### src/hdl/cdc_pkg.sv
`default_nettype none
// ----------------------------------------------------------------------------
// cdc_pkg
// Shared types, codes and calendar helpers for the date counter.
// ----------------------------------------------------------------------------
package cdc_pkg;

  typedef enum logic [1:0] {
    REQ_SET  = 2'd0,
    REQ_PRE  = 2'd1,
    REQ_POST = 2'd2,
    REQ_ADD  = 2'd3
  } req_t;

  typedef enum logic [1:0] {
    ST_IDLE,
    ST_RUN,
    ST_EMIT
  } state_t;

  // controller -> datapath
  typedef struct packed {
    logic accept;
    logic step;
    logic emit;
  } cmd_t;

  // datapath -> controller
  typedef struct packed {
    logic is_add;
    logic cnt_zero;
    logic out_free;
  } stat_t;

  localparam logic [3:0]  MONTH_FIRST = 4'd1;
  localparam logic [3:0]  MONTH_LAST  = 4'd12;
  localparam logic [4:0]  DAY_FIRST   = 5'd1;
  localparam logic [11:0] YEAR_MIN    = 12'd1900;
  localparam logic [11:0] YEAR_MAX    = 12'd2100;
  localparam logic [11:0] YEAR_TOP    = 12'd4095;
  // base for the year-mod-400 residue of a loaded year (1600 is a multiple of 400)
  localparam logic [11:0] YEAR_BASE   = 12'd1600;
  localparam logic [8:0]  CYCLE_LEN   = 9'd400;
  localparam logic [8:0]  CYCLE_LAST  = 9'd399;
  localparam logic [8:0]  CENT_1      = 9'd100;
  localparam logic [8:0]  CENT_2      = 9'd200;
  localparam logic [8:0]  CENT_3      = 9'd300;
  // residue of the reset year 1900
  localparam logic [8:0]  RESET_RES   = 9'd300;

  function automatic logic is_leap(input logic [8:0] res400, input logic [1:0] year_lo);
    is_leap = (res400 == 9'd0) ||
              ((res400 != CENT_1) && (res400 != CENT_2) && (res400 != CENT_3) &&
               (year_lo == 2'd0));
  endfunction

  function automatic logic [4:0] days_in(input logic [3:0] month, input logic leap);
    case (month)
      4'd1, 4'd3, 4'd5, 4'd7, 4'd8, 4'd10, 4'd12: days_in = 5'd31;
      4'd4, 4'd6, 4'd9, 4'd11:                    days_in = 5'd30;
      4'd2:                                       days_in = leap ? 5'd29 : 5'd28;
      default:                                    days_in = 5'd0;
    endcase
  endfunction

endpackage
`default_nettype wire

### src/hdl/cdc_if.sv
`default_nettype none
// ----------------------------------------------------------------------------
// cdc_if
// Valid/ready channels for requests and returned dates.
// ----------------------------------------------------------------------------
interface cdc_req_if;
  logic        valid;
  logic        ready;
  logic [1:0]  req_type;
  logic [3:0]  set_month;
  logic [4:0]  set_day;
  logic [11:0] set_year;
  logic [15:0] day_count;

  modport source (output valid, req_type, set_month, set_day, set_year, day_count,
                  input ready);
  modport sink   (input valid, req_type, set_month, set_day, set_year, day_count,
                  output ready);
endinterface

interface cdc_rsp_if;
  logic        valid;
  logic        ready;
  logic [3:0]  out_month;
  logic [4:0]  out_day;
  logic [11:0] out_year;
  logic        limit_hit;

  modport source (output valid, out_month, out_day, out_year, limit_hit, input ready);
  modport sink   (input valid, out_month, out_day, out_year, limit_hit, output ready);
endinterface
`default_nettype wire

### src/hdl/cdc_ctrl.sv
`default_nettype none
// ----------------------------------------------------------------------------
// cdc_ctrl
// Request sequencer: takes a request, runs the day loop, hands off the result.
// ----------------------------------------------------------------------------
module cdc_ctrl (
  input  wire logic          clk,
  input  wire logic          rst,
  input  wire logic          in_valid,
  output logic               in_ready,
  input  wire cdc_pkg::stat_t stat,
  output cdc_pkg::cmd_t      cmd
);

  cdc_pkg::state_t state, state_next;

  always_ff @(posedge clk) begin
    if (rst) begin
      state <= cdc_pkg::ST_IDLE;
    end else begin
      state <= state_next;
    end
  end

  always_comb begin
    state_next = state;
    case (state)
      cdc_pkg::ST_IDLE: begin
        if (in_valid) begin
          state_next = stat.is_add ? cdc_pkg::ST_RUN : cdc_pkg::ST_EMIT;
        end
      end
      cdc_pkg::ST_RUN: begin
        if (stat.cnt_zero) begin
          state_next = cdc_pkg::ST_EMIT;
        end
      end
      cdc_pkg::ST_EMIT: begin
        if (stat.out_free) begin
          state_next = cdc_pkg::ST_IDLE;
        end
      end
      default: state_next = cdc_pkg::ST_IDLE;
    endcase
  end

  always_comb begin
    in_ready   = 1'b0;
    cmd.accept = 1'b0;
    cmd.step   = 1'b0;
    cmd.emit   = 1'b0;
    case (state)
      cdc_pkg::ST_IDLE: begin
        in_ready   = 1'b1;
        cmd.accept = in_valid;
      end
      cdc_pkg::ST_RUN:  cmd.step = !stat.cnt_zero;
      cdc_pkg::ST_EMIT: cmd.emit = stat.out_free;
      default: ;
    endcase
  end

endmodule
`default_nettype wire

### src/hdl/cdc_datapath.sv
`default_nettype none
// ----------------------------------------------------------------------------
// cdc_datapath
// Date registers, one-day advance logic, day counter and output register.
// ----------------------------------------------------------------------------
module cdc_datapath #(
  parameter int CNT_W = 16
) (
  input  wire logic          clk,
  input  wire logic          rst,
  input  wire cdc_pkg::cmd_t cmd,
  output cdc_pkg::stat_t     stat,
  input  wire logic [1:0]    req_type,
  input  wire logic [3:0]    set_month,
  input  wire logic [4:0]    set_day,
  input  wire logic [11:0]   set_year,
  input  wire logic [15:0]   day_count,
  output logic               out_valid,
  input  wire logic          out_ready,
  output logic [3:0]         out_month,
  output logic [4:0]         out_day,
  output logic [11:0]        out_year,
  output logic               limit_hit
);

  logic [3:0]       cur_month;
  logic [4:0]       cur_day;
  logic [11:0]      cur_year;
  logic [8:0]       cur_res;      // cur_year mod 400
  logic [CNT_W-1:0] days_left;
  logic             hit;
  logic             use_snap;
  logic [3:0]       snap_month;
  logic [4:0]       snap_day;
  logic [11:0]      snap_year;

  // one-day advance
  logic       leap;
  logic [4:0] dim;
  logic [3:0] adv_month;
  logic [4:0] adv_day;
  logic [11:0] adv_year;
  logic [8:0] adv_res;
  logic       adv_refused;

  always_comb begin
    leap        = cdc_pkg::is_leap(cur_res, cur_year[1:0]);
    dim         = cdc_pkg::days_in(cur_month, leap);
    adv_month   = cur_month;
    adv_day     = cur_day;
    adv_year    = cur_year;
    adv_res     = cur_res;
    adv_refused = 1'b0;
    if (cur_day != dim) begin
      adv_day = cur_day + 5'd1;
    end else if (cur_month < cdc_pkg::MONTH_LAST) begin
      adv_month = cur_month + 4'd1;
      adv_day   = cdc_pkg::DAY_FIRST;
    end else if (cur_year >= cdc_pkg::YEAR_TOP) begin
      adv_refused = 1'b1;
    end else begin
      adv_year  = cur_year + 12'd1;
      adv_month = cdc_pkg::MONTH_FIRST;
      adv_day   = cdc_pkg::DAY_FIRST;
      adv_res   = (cur_res == cdc_pkg::CYCLE_LAST) ? 9'd0 : cur_res + 9'd1;
    end
  end

  // checked load date
  logic [3:0]  ld_month;
  logic [11:0] ld_year;
  logic [11:0] ld_off;
  logic [8:0]  ld_res;
  logic [4:0]  ld_day;

  always_comb begin
    ld_month = (set_month >= cdc_pkg::MONTH_FIRST && set_month <= cdc_pkg::MONTH_LAST)
               ? set_month : cdc_pkg::MONTH_FIRST;
    ld_year  = (set_year >= cdc_pkg::YEAR_MIN && set_year <= cdc_pkg::YEAR_MAX)
               ? set_year : cdc_pkg::YEAR_MIN;
    ld_off   = ld_year - cdc_pkg::YEAR_BASE;
    // offset lies in 300..500: one conditional subtract gives the residue
    ld_res   = (ld_off[8:0] >= cdc_pkg::CYCLE_LEN) ? ld_off[8:0] - cdc_pkg::CYCLE_LEN
                                                   : ld_off[8:0];
    ld_day   = (set_day >= cdc_pkg::DAY_FIRST &&
                set_day <= cdc_pkg::days_in(ld_month,
                                            cdc_pkg::is_leap(ld_res, ld_year[1:0])))
               ? set_day : cdc_pkg::DAY_FIRST;
  end

  always_ff @(posedge clk) begin
    if (rst) begin
      cur_month <= cdc_pkg::MONTH_FIRST;
      cur_day   <= cdc_pkg::DAY_FIRST;
      cur_year  <= cdc_pkg::YEAR_MIN;
      cur_res   <= cdc_pkg::RESET_RES;
      days_left <= '0;
      hit       <= 1'b0;
      use_snap  <= 1'b0;
    end else if (cmd.accept) begin
      use_snap <= (req_type != cdc_pkg::REQ_ADD);
      case (req_type)
        cdc_pkg::REQ_SET: begin
          cur_month <= ld_month;
          cur_day   <= ld_day;
          cur_year  <= ld_year;
          cur_res   <= ld_res;
          hit       <= 1'b0;
        end
        cdc_pkg::REQ_PRE, cdc_pkg::REQ_POST: begin
          cur_month <= adv_month;
          cur_day   <= adv_day;
          cur_year  <= adv_year;
          cur_res   <= adv_res;
          hit       <= adv_refused;
        end
        cdc_pkg::REQ_ADD: begin
          days_left <= day_count[CNT_W-1:0];
          hit       <= 1'b0;
        end
        default: ;
      endcase
    end else if (cmd.step) begin
      cur_month <= adv_month;
      cur_day   <= adv_day;
      cur_year  <= adv_year;
      cur_res   <= adv_res;
      hit       <= hit | adv_refused;
      days_left <= days_left - CNT_W'(1);
    end
  end

  // hold the date to return for set and single-step requests
  always_ff @(posedge clk) begin
    if (cmd.accept) begin
      case (req_type)
        cdc_pkg::REQ_SET: begin
          snap_month <= ld_month;
          snap_day   <= ld_day;
          snap_year  <= ld_year;
        end
        cdc_pkg::REQ_PRE: begin
          snap_month <= adv_month;
          snap_day   <= adv_day;
          snap_year  <= adv_year;
        end
        default: begin
          snap_month <= cur_month;
          snap_day   <= cur_day;
          snap_year  <= cur_year;
        end
      endcase
    end
  end

  always_ff @(posedge clk) begin
    if (rst) begin
      out_valid <= 1'b0;
    end else if (cmd.emit) begin
      out_valid <= 1'b1;
    end else if (out_ready) begin
      out_valid <= 1'b0;
    end
  end

  always_ff @(posedge clk) begin
    if (cmd.emit) begin
      out_month <= use_snap ? snap_month : cur_month;
      out_day   <= use_snap ? snap_day   : cur_day;
      out_year  <= use_snap ? snap_year  : cur_year;
      limit_hit <= hit;
    end
  end

  always_comb begin
    stat.is_add   = (req_type == cdc_pkg::REQ_ADD);
    stat.cnt_zero = (days_left == '0);
    stat.out_free = !out_valid || out_ready;
  end

endmodule
`default_nettype wire

### src/hdl/calendar_date_counter_core.sv
`default_nettype none
// ----------------------------------------------------------------------------
// calendar_date_counter_core
// Gregorian date counter with set, pre/post-increment and add-days requests.
// ----------------------------------------------------------------------------
// Holds one date (reset 1900-01-01) and returns one date per request. Set,
// pre-increment and post-increment go through the emit state to the output
// register, waiting while an older result is held; add-days first has the
// shared one-day advance unit step the date once per cycle under the day
// counter. The next request is taken in the cycle after the result is
// handed to the output register, even while that result still waits for
// the sink. Only the low COUNT_BITS bits of day_count (at most 16) are used.
// Advancing from 4095-12-31 leaves the date unchanged and sets limit_hit.
module calendar_date_counter_core #(
  parameter int COUNT_BITS = 16
) (
  input  wire logic  clk,
  input  wire logic  rst,
  cdc_req_if.sink    req,
  cdc_rsp_if.source  rsp
);

  localparam int CNT_W = (COUNT_BITS > 16) ? 16 : COUNT_BITS;

  cdc_pkg::cmd_t  cmd;
  cdc_pkg::stat_t stat;

  cdc_ctrl u_ctrl (
    .clk      (clk),
    .rst      (rst),
    .in_valid (req.valid),
    .in_ready (req.ready),
    .stat     (stat),
    .cmd      (cmd)
  );

  cdc_datapath #(
    .CNT_W (CNT_W)
  ) u_dp (
    .clk       (clk),
    .rst       (rst),
    .cmd       (cmd),
    .stat      (stat),
    .req_type  (req.req_type),
    .set_month (req.set_month),
    .set_day   (req.set_day),
    .set_year  (req.set_year),
    .day_count (req.day_count),
    .out_valid (rsp.valid),
    .out_ready (rsp.ready),
    .out_month (rsp.out_month),
    .out_day   (rsp.out_day),
    .out_year  (rsp.out_year),
    .limit_hit (rsp.limit_hit)
  );

endmodule
`default_nettype wire

### src/flat_wrapper.sv
// flat-port wrapper written by rule: the top's interface ports become plain ports
module calendar_date_counter_core_flat 
#(
  parameter int COUNT_BITS = 16
)
  (clk, rst, req_valid, req_req_type, req_set_month, req_set_day, req_set_year, req_day_count, req_ready, rsp_valid, rsp_out_month, rsp_out_day, rsp_out_year, rsp_limit_hit, rsp_ready);
  cdc_req_if req_i ();
  cdc_rsp_if rsp_i ();
  input  wire logic clk;
  input  wire logic rst;
  input wire logic [$bits(req_i.valid)-1:0] req_valid;
  input wire logic [$bits(req_i.req_type)-1:0] req_req_type;
  input wire logic [$bits(req_i.set_month)-1:0] req_set_month;
  input wire logic [$bits(req_i.set_day)-1:0] req_set_day;
  input wire logic [$bits(req_i.set_year)-1:0] req_set_year;
  input wire logic [$bits(req_i.day_count)-1:0] req_day_count;
  output wire logic [$bits(req_i.ready)-1:0] req_ready;
  output wire logic [$bits(rsp_i.valid)-1:0] rsp_valid;
  output wire logic [$bits(rsp_i.out_month)-1:0] rsp_out_month;
  output wire logic [$bits(rsp_i.out_day)-1:0] rsp_out_day;
  output wire logic [$bits(rsp_i.out_year)-1:0] rsp_out_year;
  output wire logic [$bits(rsp_i.limit_hit)-1:0] rsp_limit_hit;
  input wire logic [$bits(rsp_i.ready)-1:0] rsp_ready;
  assign req_i.valid = req_valid;
  assign req_i.req_type = req_req_type;
  assign req_i.set_month = req_set_month;
  assign req_i.set_day = req_set_day;
  assign req_i.set_year = req_set_year;
  assign req_i.day_count = req_day_count;
  assign req_ready = req_i.ready;
  assign rsp_valid = rsp_i.valid;
  assign rsp_out_month = rsp_i.out_month;
  assign rsp_out_day = rsp_i.out_day;
  assign rsp_out_year = rsp_i.out_year;
  assign rsp_limit_hit = rsp_i.limit_hit;
  assign rsp_i.ready = rsp_ready;
  calendar_date_counter_core #(.COUNT_BITS(COUNT_BITS)) u_core (.clk(clk), .rst(rst), .req(req_i), .rsp(rsp_i));
endmodule
### config.mk
export PLATFORM = sky130hd
export DESIGN_NAME = calendar_date_counter_core_flat
export DESIGN_NICKNAME = d
export VERILOG_FILES = /design/src/hdl/cdc_pkg.sv /design/src/hdl/cdc_if.sv /design/src/hdl/cdc_ctrl.sv /design/src/hdl/cdc_datapath.sv /design/src/hdl/calendar_date_counter_core.sv /design/src/flat_wrapper.sv
export SDC_FILE = /design/constraint.sdc
export NUM_CORES = 1
export LEC_CHECK = 0
export BUFFER_PORTS_ARGS = -buffer_cell sky130_fd_sc_hd__clkbuf_2
export CORE_MARGIN = 2
export CORE_UTILIZATION = 35
export DETAILED_ROUTE_END_ITERATION = 16
export PLACE_DENSITY = 0.48
export SETUP_SLACK_MARGIN = 0.1
export SLEW_MARGIN = 25
export SYNTH_ARGS = -nofsm -noshare
export SYNTH_HDL_FRONTEND = slang
export SYNTH_SLANG_ARGS = --single-unit
export TNS_END_PERCENT = 100
### constraint.sdc
create_clock -name clk -period 7.35 [get_ports clk]
set_input_delay 1.8375 -clock clk [delete_from_list [all_inputs] [get_ports clk]]
set_output_delay 1.8375 -clock clk [all_outputs]
set_load 0.01 [all_outputs]
* Yosys cells after proc, flatten, opt, wreduce, memory -nomap -nowiden
Cells that the tools add are included.
** Word-level totals
- Register bits :: 94
- Output and inout bits :: 24
** Cells by class
- $add $sub $neg :: 7
- Magnitude comparators :: 9
- Eq/ne operators :: 43
- Multiplexer cells :: 59
- Bitwise gates (word level) :: 1
- Reduce and logical (&&, ||, !) cells :: 32
** Operators with widths (number)
- $mux 12 :: 7
- $mux 9 :: 7
- $mux 16 :: 3
- $pmux 12 s2 :: 2
- $eq 4x4->1 const B :: 10
- $mux 5 :: 7
- $eq 4x3->1 const B :: 8
- $pmux 5 s3 :: 2
- $mux 4 :: 7
- $pmux 5 s2 :: 2
- $logic_not 9->1 :: 2
- $ne 9x7->1 const B :: 2
- $ne 9x8->1 const B :: 2
- $ne 9x9->1 const B :: 2
- $pmux 9 s2 :: 1
- $eq 4x2->1 const B :: 4
- $logic_not 16->1 :: 1
- $pmux 4 s2 :: 2
- $sub 16x1->16 const B :: 1
- $reduce_or 7->1 :: 2
- $mux 1 :: 13
- $add 12x1->12 const B :: 1
- $ge 12x11->1 const B :: 1
- $ge 12x12->1 const B :: 1
- other kinds (32) :: 61

* Logic depth before layout (Yosys ltp)
- Depth in word-level cells :: 18
- Depth in mapped cells :: 24
- Depth with buffers taken out :: 22

* Modules after synthesis
Synthesis repeated with hierarchy kept, for this count alone.
** Unflattened totals
- Cells, all modules :: 765
- Area total of the unflattened synthesis :: 6314.8 sq um
** By module, submodules not included
- cdc_datapath :: times used 1, cells each 751, area each 6194.7 sq um, seq. area each 2272.2 sq um
- cdc_ctrl :: times used 1, cells each 14, area each 120.1 sq um, seq. area each 40.0 sq um

* Least setup slack after synthesis
Ideal clock, no wire load.
- Kind :: in2reg
- Start :: input port req_set_year[6]
- End :: register u_core.u_dp.snap_day[0] (data pin)
- Library setup time :: 0.259 ns
- Arrival time :: 5.395 ns
- Data required time :: 7.091 ns
- Slack :: 1.696 ns
- Stages :: 20
- Path buffers :: 2
- Cell sequence :: clkbuf_1 > nor4_1 > nand3b_1 > o22ai_1 > clkbuf_1 > nand2b_1 > ha_1 > a2bb2oi_1 > nor2_1 > nand4_1 > a211oi_1 > a2111oi_0 > ha_1 > nor2b_1 > o21a_1 > o21ai_0 > a21oi_1 > or3_1 > a22oi_1 > nand2_1
** On the way
- Cells in the longest elaborated chain, start to end :: 17
** Ends and longest elaborated chain
- start: declaration :: line flat_wrapper.sv:15 : input wire logic [$bits(req_i.set_year)-1:0] req_set_year;
- $ge 12x11->1 or $le 12x12->1 (tied branches) :: line cdc_datapath.sv:79 : ld_year = (set_year >= cdc_pkg::YEAR_MIN && set_year <= cdc_pkg::YEAR_MAX)
- $logic_and 1x1->1 :: line cdc_datapath.sv:79
- $mux 12 * :: line cdc_datapath.sv:80 : ? set_year : cdc_pkg::YEAR_MIN;
- $sub 9x7->9 :: line cdc_datapath.sv:81 : ld_off = ld_year - cdc_pkg::YEAR_BASE;
- $sub 9x9->9 or $ge 9x9->1 (tied branches) :: line cdc_datapath.sv:83 : ld_res = (ld_off[8:0] >= cdc_pkg::CYCLE_LEN) ? ld_off[8:0] - cdc_pkg::CYCLE_LEN
- $mux 9 :: line cdc_datapath.sv:83
- $ne 9x7->1 or $ne 9x8->1 (tied branches) :: line cdc_pkg.sv:53 : ((res400 != CENT_1) && (res400 != CENT_2) && (res400 != CENT_3) &&
- $logic_and 1x1->1 (3 in a row) :: line cdc_pkg.sv:53
- $logic_or 1x1->1 * :: line cdc_pkg.sv:52 : is_leap = (res400 == 9'd0) ||
- $mux 1 * :: line cdc_pkg.sv:61 : 4'd2: days_in = leap ? 5'd29 : 5'd28;
- $pmux 5 s3 * :: line cdc_pkg.sv:58 : case (month)
- $le 5x5->1 * :: line cdc_datapath.sv:86 : set_day <= cdc_pkg::days_in(ld_month,
- $logic_and 1x1->1 * :: line cdc_datapath.sv:85 : ld_day = (set_day >= cdc_pkg::DAY_FIRST &&
- $mux 5 * :: line cdc_datapath.sv:88 : ? set_day : cdc_pkg::DAY_FIRST;
- $pmux 5 s2 * :: line cdc_datapath.sv:136 : case (req_type)
- end signal: assignment :: line cdc_datapath.sv:139 : snap_day <= ld_day;
- end signal: assignment :: line cdc_datapath.sv:144 : snap_day <= adv_day;
- end signal: assignment :: line cdc_datapath.sv:149 : snap_day <= cur_day;
- end: declaration :: line cdc_datapath.sv:34 : logic [4:0] snap_day;
Every way passes the cells marked *; elsewhere a longest branch is shown, timed or not.
A chain may end at the register's enable or synchronous reset.

* Worst setup path in the final report
Same ends and word-level chain as after synthesis.

==> impl_metrics.env <==
export IMPL_outcome="complete, no violations"
export IMPL_num_rows=49
export IMPL_fin_tns_setup_ns=0
export IMPL_clockBufferDepth=2
export IMPL_cts_hold_repair_buffers=0
export IMPL_setup_slack_ns=0.940
export IMPL_clock_sink_count=94
export IMPL_postSynth_asyncResetShare=0
export IMPL_floorplan_initialDensity=0.354
export IMPL_power_density_nw_per_um2=213
export IMPL_routed_wirelength_um=19500
export IMPL_largest_net_degree_at_the_start_of_global_routing=44
export IMPL_final_max_slew_viol_count=0
export IMPL_synthFlopType="sky130_fd_sc_hd__dfxtp_1"
export IMPL_post_route_util=0.398
export IMPL_die_width_um=138
export IMPL_detail_route_vias_per_cell=5.85
export IMPL_rsz_0062_raised_after_global_routing="false"
export IMPL_final_setup_viol_count=0
export IMPL_synthToLayoutAreaGrowth_pct=12.6
export IMPL_cpMostUsedCell="sky130_fd_sc_hd__ha_1"
export IMPL_timing_critical_path_depth=20
export IMPL_worstHoldStart="u_core.u_dp.hit"
export IMPL_timing_critical_path_max_delay_family="compound AO/OA/AOI/OAI gates"
export IMPL_route_antenna_remaining_nets=0
export IMPL_cts_repair_resize_count=0
export IMPL_min_delay_path_class="flip-flop to flip-flop"
export IMPL_hold_path_cell_count=0
export IMPL_tritoncts_clock_tree="yes"
export IMPL_yosysTopAreaCell="sky130_fd_sc_hd__edfxtp_1"
export IMPL_clock_fmax_mhz=156
export IMPL_number_of_enable_flip_flop_cells_after_synthesis=43
export IMPL_clock_power_share=0.333
export IMPL_fin_worst_hold_slack_ns=0.439
export IMPL_global_route_wire_length_before_repair_um=31200
export IMPL_synth_ff_latch_count=94
export IMPL_dpl_hpwl_um=13300
export IMPL_fraction_of_final_layout_cells_with_drive_strength_greater_than_1=0.163
export IMPL_globalRouteOverflowTotal=0
export IMPL_cts_setup_buffers=0
export IMPL_cp_buffers_inverters=2
export IMPL_insertedDiodeCount=0
export IMPL_worstReg2RegStart="u_core.u_dp.cur_month[0]"
export IMPL_required_ns=7.46
export IMPL_critPathMaxStageDelay_ns=0.69
export IMPL_worst_ir_drop_vdd_mv=0.109
export IMPL_clock_root_buffer="sky130_fd_sc_hd__clkbuf_16"
export IMPL_global_route_usage_total=0.203
export IMPL_critPathLaunch="req_set_year[6]"
export IMPL_ys_top_cells_by_area="sky130_fd_sc_hd__edfxtp_1 (21%), sky130_fd_sc_hd__dfxtp_1 (16%), sky130_fd_sc_hd__o21ai_0 (4.7%)"
export IMPL_globalplace_congestion=0.892
export IMPL_post_synth_cell_area_avg_um2=8.38
export IMPL_tightestPinTransition_ns=1.02
export IMPL_worst_r2r_cell_count=10
export IMPL_timing_critical_path_to_type="flip-flop"
export IMPL_clk_pin_slew_ns=0.07
export IMPL_slew_headroom=0.319
export IMPL_cts_max_level=3
export IMPL_pwr_share_comb=0.243
export IMPL_pre_cts_slack_ns=0.561
export IMPL_core_area_um2=17800
export IMPL_clock_skew_final_ns=0.0100
export IMPL_worstSetupPathType="input port to flip-flop"
export IMPL_yosys_cell_types_count=80
export IMPL_pin_count=67
export IMPL_finalHoldViolCount=0
export IMPL_netSwitchingFraction=0.332
export IMPL_cp_cell_sequence="clkbuf_2, nor4_1, nand3b_1, o22ai_1, nand2b_1, ha_1, a2bb2oi_1, nor2_1, nand4_1, a211oi_1, a2111oi_0, buf_4, ha_1, nor2b_1, o21a_1, o21ai_0, a21oi_1, or3_1, a22oi_1, nand2_1"
export IMPL_synth_sequential_area_ratio=0.368
export IMPL_worst_setup_sp_type="input port"
export IMPL_portBuffers=66
export IMPL_insertion_delay_ns=0.36
export IMPL_drt_drc_violations_left=0
export IMPL_syn_area_um2=6290
export IMPL_cts_buffers_inserted=9
export IMPL_wl_per_cell_um=19.1
export IMPL_max_cap_violations=0
export IMPL_layout_worst_path_cycle_share=0.872
export IMPL_power_frac_seq=0.423
export IMPL_netSwitchingPower_w=0.000500
export IMPL_floorplan_die_height_um=138
export IMPL_critPathSlowestCell="sky130_fd_sc_hd__o22ai_1"
export IMPL_worst_ep_arrival_time_ns=6.52
export IMPL_yosysTopAreaCellShare=0.205
export IMPL_grt_antenna_before_repair=0
export IMPL_drtIter0Drc=555
export IMPL_layout_nets=850
export IMPL_finalWorstPathRequiredPeriod_ns=6.41
export IMPL_dr_total_vias=5960
export IMPL_die_area_um2=19100
export IMPL_p_leak_nw=2.62
export IMPL_cell_internal_power_w=0.00101
export IMPL_synthesis_yosys_warnings=0
export IMPL_syn_instance_count=750
export IMPL_timing_critical_path_fanout_max=11
export IMPL_drt_pass1_iterations=5
export IMPL_vias_in_the_first_global_route=5791
[area by class of cell]
cell class	instances	area, um2
sequential	94	2310
clock buffer	11	275
fill	1826	10700
multi-input combinational	573	3650
tap	229	287
inverter	30	113
clock inverter	5	35.0
timing repair buffer	76	405
[metrics by stage]
stage / cells / cell area [um2] / total power [W]
3_5_place_dp: 1002 / 6770 / 0.00101
5_1_grt: 1018 / 7080 / 0.00159
6_report: 1018 / 7080 / 0.00151
3_3_place_gp: 1002 / 6770 / 0.00101
4_1_cts: 1018 / 7080 / 0.00152
2_1_floorplan: 752 / 6300 / 0.000904
[cells in the final DEF (no fill, tap or decap), types with 4 or more instances in the layout]
| cell type | Yosys | routed |
|---|---|---|
| sky130_fd_sc_hd__a211oi_1 | 15 | 15 |
| sky130_fd_sc_hd__a21o_1 | 10 | 10 |
| sky130_fd_sc_hd__a21oi_1 | 54 | 54 |
| sky130_fd_sc_hd__a221o_1 | 4 | 4 |
| sky130_fd_sc_hd__a221oi_1 | 4 | 4 |
| sky130_fd_sc_hd__a22oi_1 | 11 | 11 |
| sky130_fd_sc_hd__a31oi_1 | 6 | 6 |
| sky130_fd_sc_hd__a32oi_1 | 4 | 4 |
| sky130_fd_sc_hd__and3_1 | 8 | 8 |
| sky130_fd_sc_hd__buf_4 | 1 | 10 |
| sky130_fd_sc_hd__clkbuf_16 | 0 | 11 |
| sky130_fd_sc_hd__clkbuf_2 | 0 | 66 |
| sky130_fd_sc_hd__dfxtp_1 | 51 | 51 |
| sky130_fd_sc_hd__edfxtp_1 | 43 | 43 |
| sky130_fd_sc_hd__ha_1 | 23 | 23 |
| sky130_fd_sc_hd__inv_1 | 30 | 30 |
| sky130_fd_sc_hd__mux2_2 | 11 | 11 |
| sky130_fd_sc_hd__nand2_1 | 76 | 76 |
| sky130_fd_sc_hd__nand2b_1 | 11 | 11 |
| sky130_fd_sc_hd__nand3_1 | 28 | 28 |
| sky130_fd_sc_hd__nand3b_1 | 9 | 9 |
| sky130_fd_sc_hd__nand4_1 | 9 | 9 |
| sky130_fd_sc_hd__nor2_1 | 65 | 62 |
| sky130_fd_sc_hd__nor2_2 | 1 | 4 |
| sky130_fd_sc_hd__nor2b_1 | 11 | 10 |
| sky130_fd_sc_hd__nor3_1 | 22 | 22 |
| sky130_fd_sc_hd__nor3b_1 | 8 | 8 |
| sky130_fd_sc_hd__nor4_1 | 6 | 6 |
| sky130_fd_sc_hd__o211ai_1 | 6 | 6 |
| sky130_fd_sc_hd__o21a_1 | 5 | 5 |
| sky130_fd_sc_hd__o21ai_0 | 59 | 59 |
| sky130_fd_sc_hd__o221ai_1 | 5 | 5 |
| sky130_fd_sc_hd__o22ai_1 | 8 | 8 |
| sky130_fd_sc_hd__o31ai_1 | 8 | 8 |
| sky130_fd_sc_hd__o32a_1 | 5 | 5 |
| sky130_fd_sc_hd__o32ai_1 | 4 | 4 |
| sky130_fd_sc_hd__or2_2 | 4 | 4 |
| sky130_fd_sc_hd__or3_1 | 6 | 6 |
[metal layers]
layer | vias to the layer above | wire length (um) | GRT usage
met5 | - | 0 | 0
met4 | 0 | 546 | 0.0747
met3 | 37 | 986 | 0.0378
met2 | 201 | 9300 | 0.339
met1 | 2848 | 8620 | 0.261
li1 | 2874 | - | -
[worst paths after layout]
path	end	slack, ns
setup / recovery	u_core.u_dp.snap_day[0]	0.94
setup reg to reg	u_core.u_dp.snap_year[7]	3.74
hold / removal	u_core.u_dp.limit_hit	0.44
hold reg to reg	u_core.u_dp.limit_hit	0.44
[kinds of logic (layout without fill, tap and decap cells)]
group,after synthesis,in the layout,share of synthesized area
AOI/OAI and AO/OA,245,245,0.268
xor gates and xnor gates,3,3,0.00418
adders and majority gates,23,23,0.0458
buffers and inverters,85,122,0.0539
DFF,94,94,0.368
muxes,14,14,0.0245
other,1,3,0.000596
and+or+nand+nor,285,285,0.236
[sequential cells by signal, indices dropped and copies added (netlist names)]
name	flops
u_core.u_ctrl.state	2
u_core.u_dp.out_day	5
u_core.u_dp.hit	1
u_core.u_dp.out_year	12
u_core.u_dp.snap_year	12
u_core.u_dp.snap_day	5
u_core.u_dp.use_snap	1
u_core.u_dp.cur_year	12
u_core.u_dp.cur_res	9
u_core.u_dp.limit_hit	1
u_core.u_dp.out_month	4
u_core.u_dp.out_valid	1
u_core.u_dp.cur_day	5
u_core.u_dp.snap_month	4
u_core.u_dp.days_left	16
u_core.u_dp.cur_month	4
[Yosys cell counts (6+ instances only)]
| master | n |
|---|---|
| sky130_fd_sc_hd__nand2_1 | 76 |
| sky130_fd_sc_hd__nor2_1 | 65 |
| sky130_fd_sc_hd__o21ai_0 | 59 |
| sky130_fd_sc_hd__a21oi_1 | 54 |
| sky130_fd_sc_hd__dfxtp_1 | 51 |
| sky130_fd_sc_hd__edfxtp_1 | 43 |
| sky130_fd_sc_hd__clkbuf_1 | 41 |
| sky130_fd_sc_hd__inv_1 | 30 |
| sky130_fd_sc_hd__nand3_1 | 28 |
| sky130_fd_sc_hd__ha_1 | 23 |
| sky130_fd_sc_hd__nor3_1 | 22 |
| sky130_fd_sc_hd__a211oi_1 | 15 |
| sky130_fd_sc_hd__a22oi_1 | 11 |
| sky130_fd_sc_hd__mux2_2 | 11 |
| sky130_fd_sc_hd__nand2b_1 | 11 |
| sky130_fd_sc_hd__nor2b_1 | 11 |
| sky130_fd_sc_hd__a21o_1 | 10 |
| sky130_fd_sc_hd__nand3b_1 | 9 |
| sky130_fd_sc_hd__nand4_1 | 9 |
| sky130_fd_sc_hd__and3_1 | 8 |
| sky130_fd_sc_hd__nor3b_1 | 8 |
| sky130_fd_sc_hd__o22ai_1 | 8 |
| sky130_fd_sc_hd__o31ai_1 | 8 |
| sky130_fd_sc_hd__buf_2 | 7 |
| sky130_fd_sc_hd__a31oi_1 | 6 |
| sky130_fd_sc_hd__nor4_1 | 6 |
| sky130_fd_sc_hd__o211ai_1 | 6 |
| sky130_fd_sc_hd__or3_1 | 6 |
[power by group through the flow]
| stage | Clock, W | Combinational [W] | Sequential [W] |
|---|---|---|---|
| 3_5_place_dp | 0 | 0.000365 | 0.000649 |
| 6_report | 0.000502 | 0.000367 | 0.000638 |
| 3_3_place_gp | 0 | 0.000357 | 0.000648 |
| 2_1_floorplan | 0 | 0.000272 | 0.000632 |
| 5_1_grt | 0.000534 | 0.000408 | 0.000644 |
| 4_1_cts | 0.000513 | 0.000367 | 0.000637 |
No activity file was read; power rests on OpenSTA's default activity.
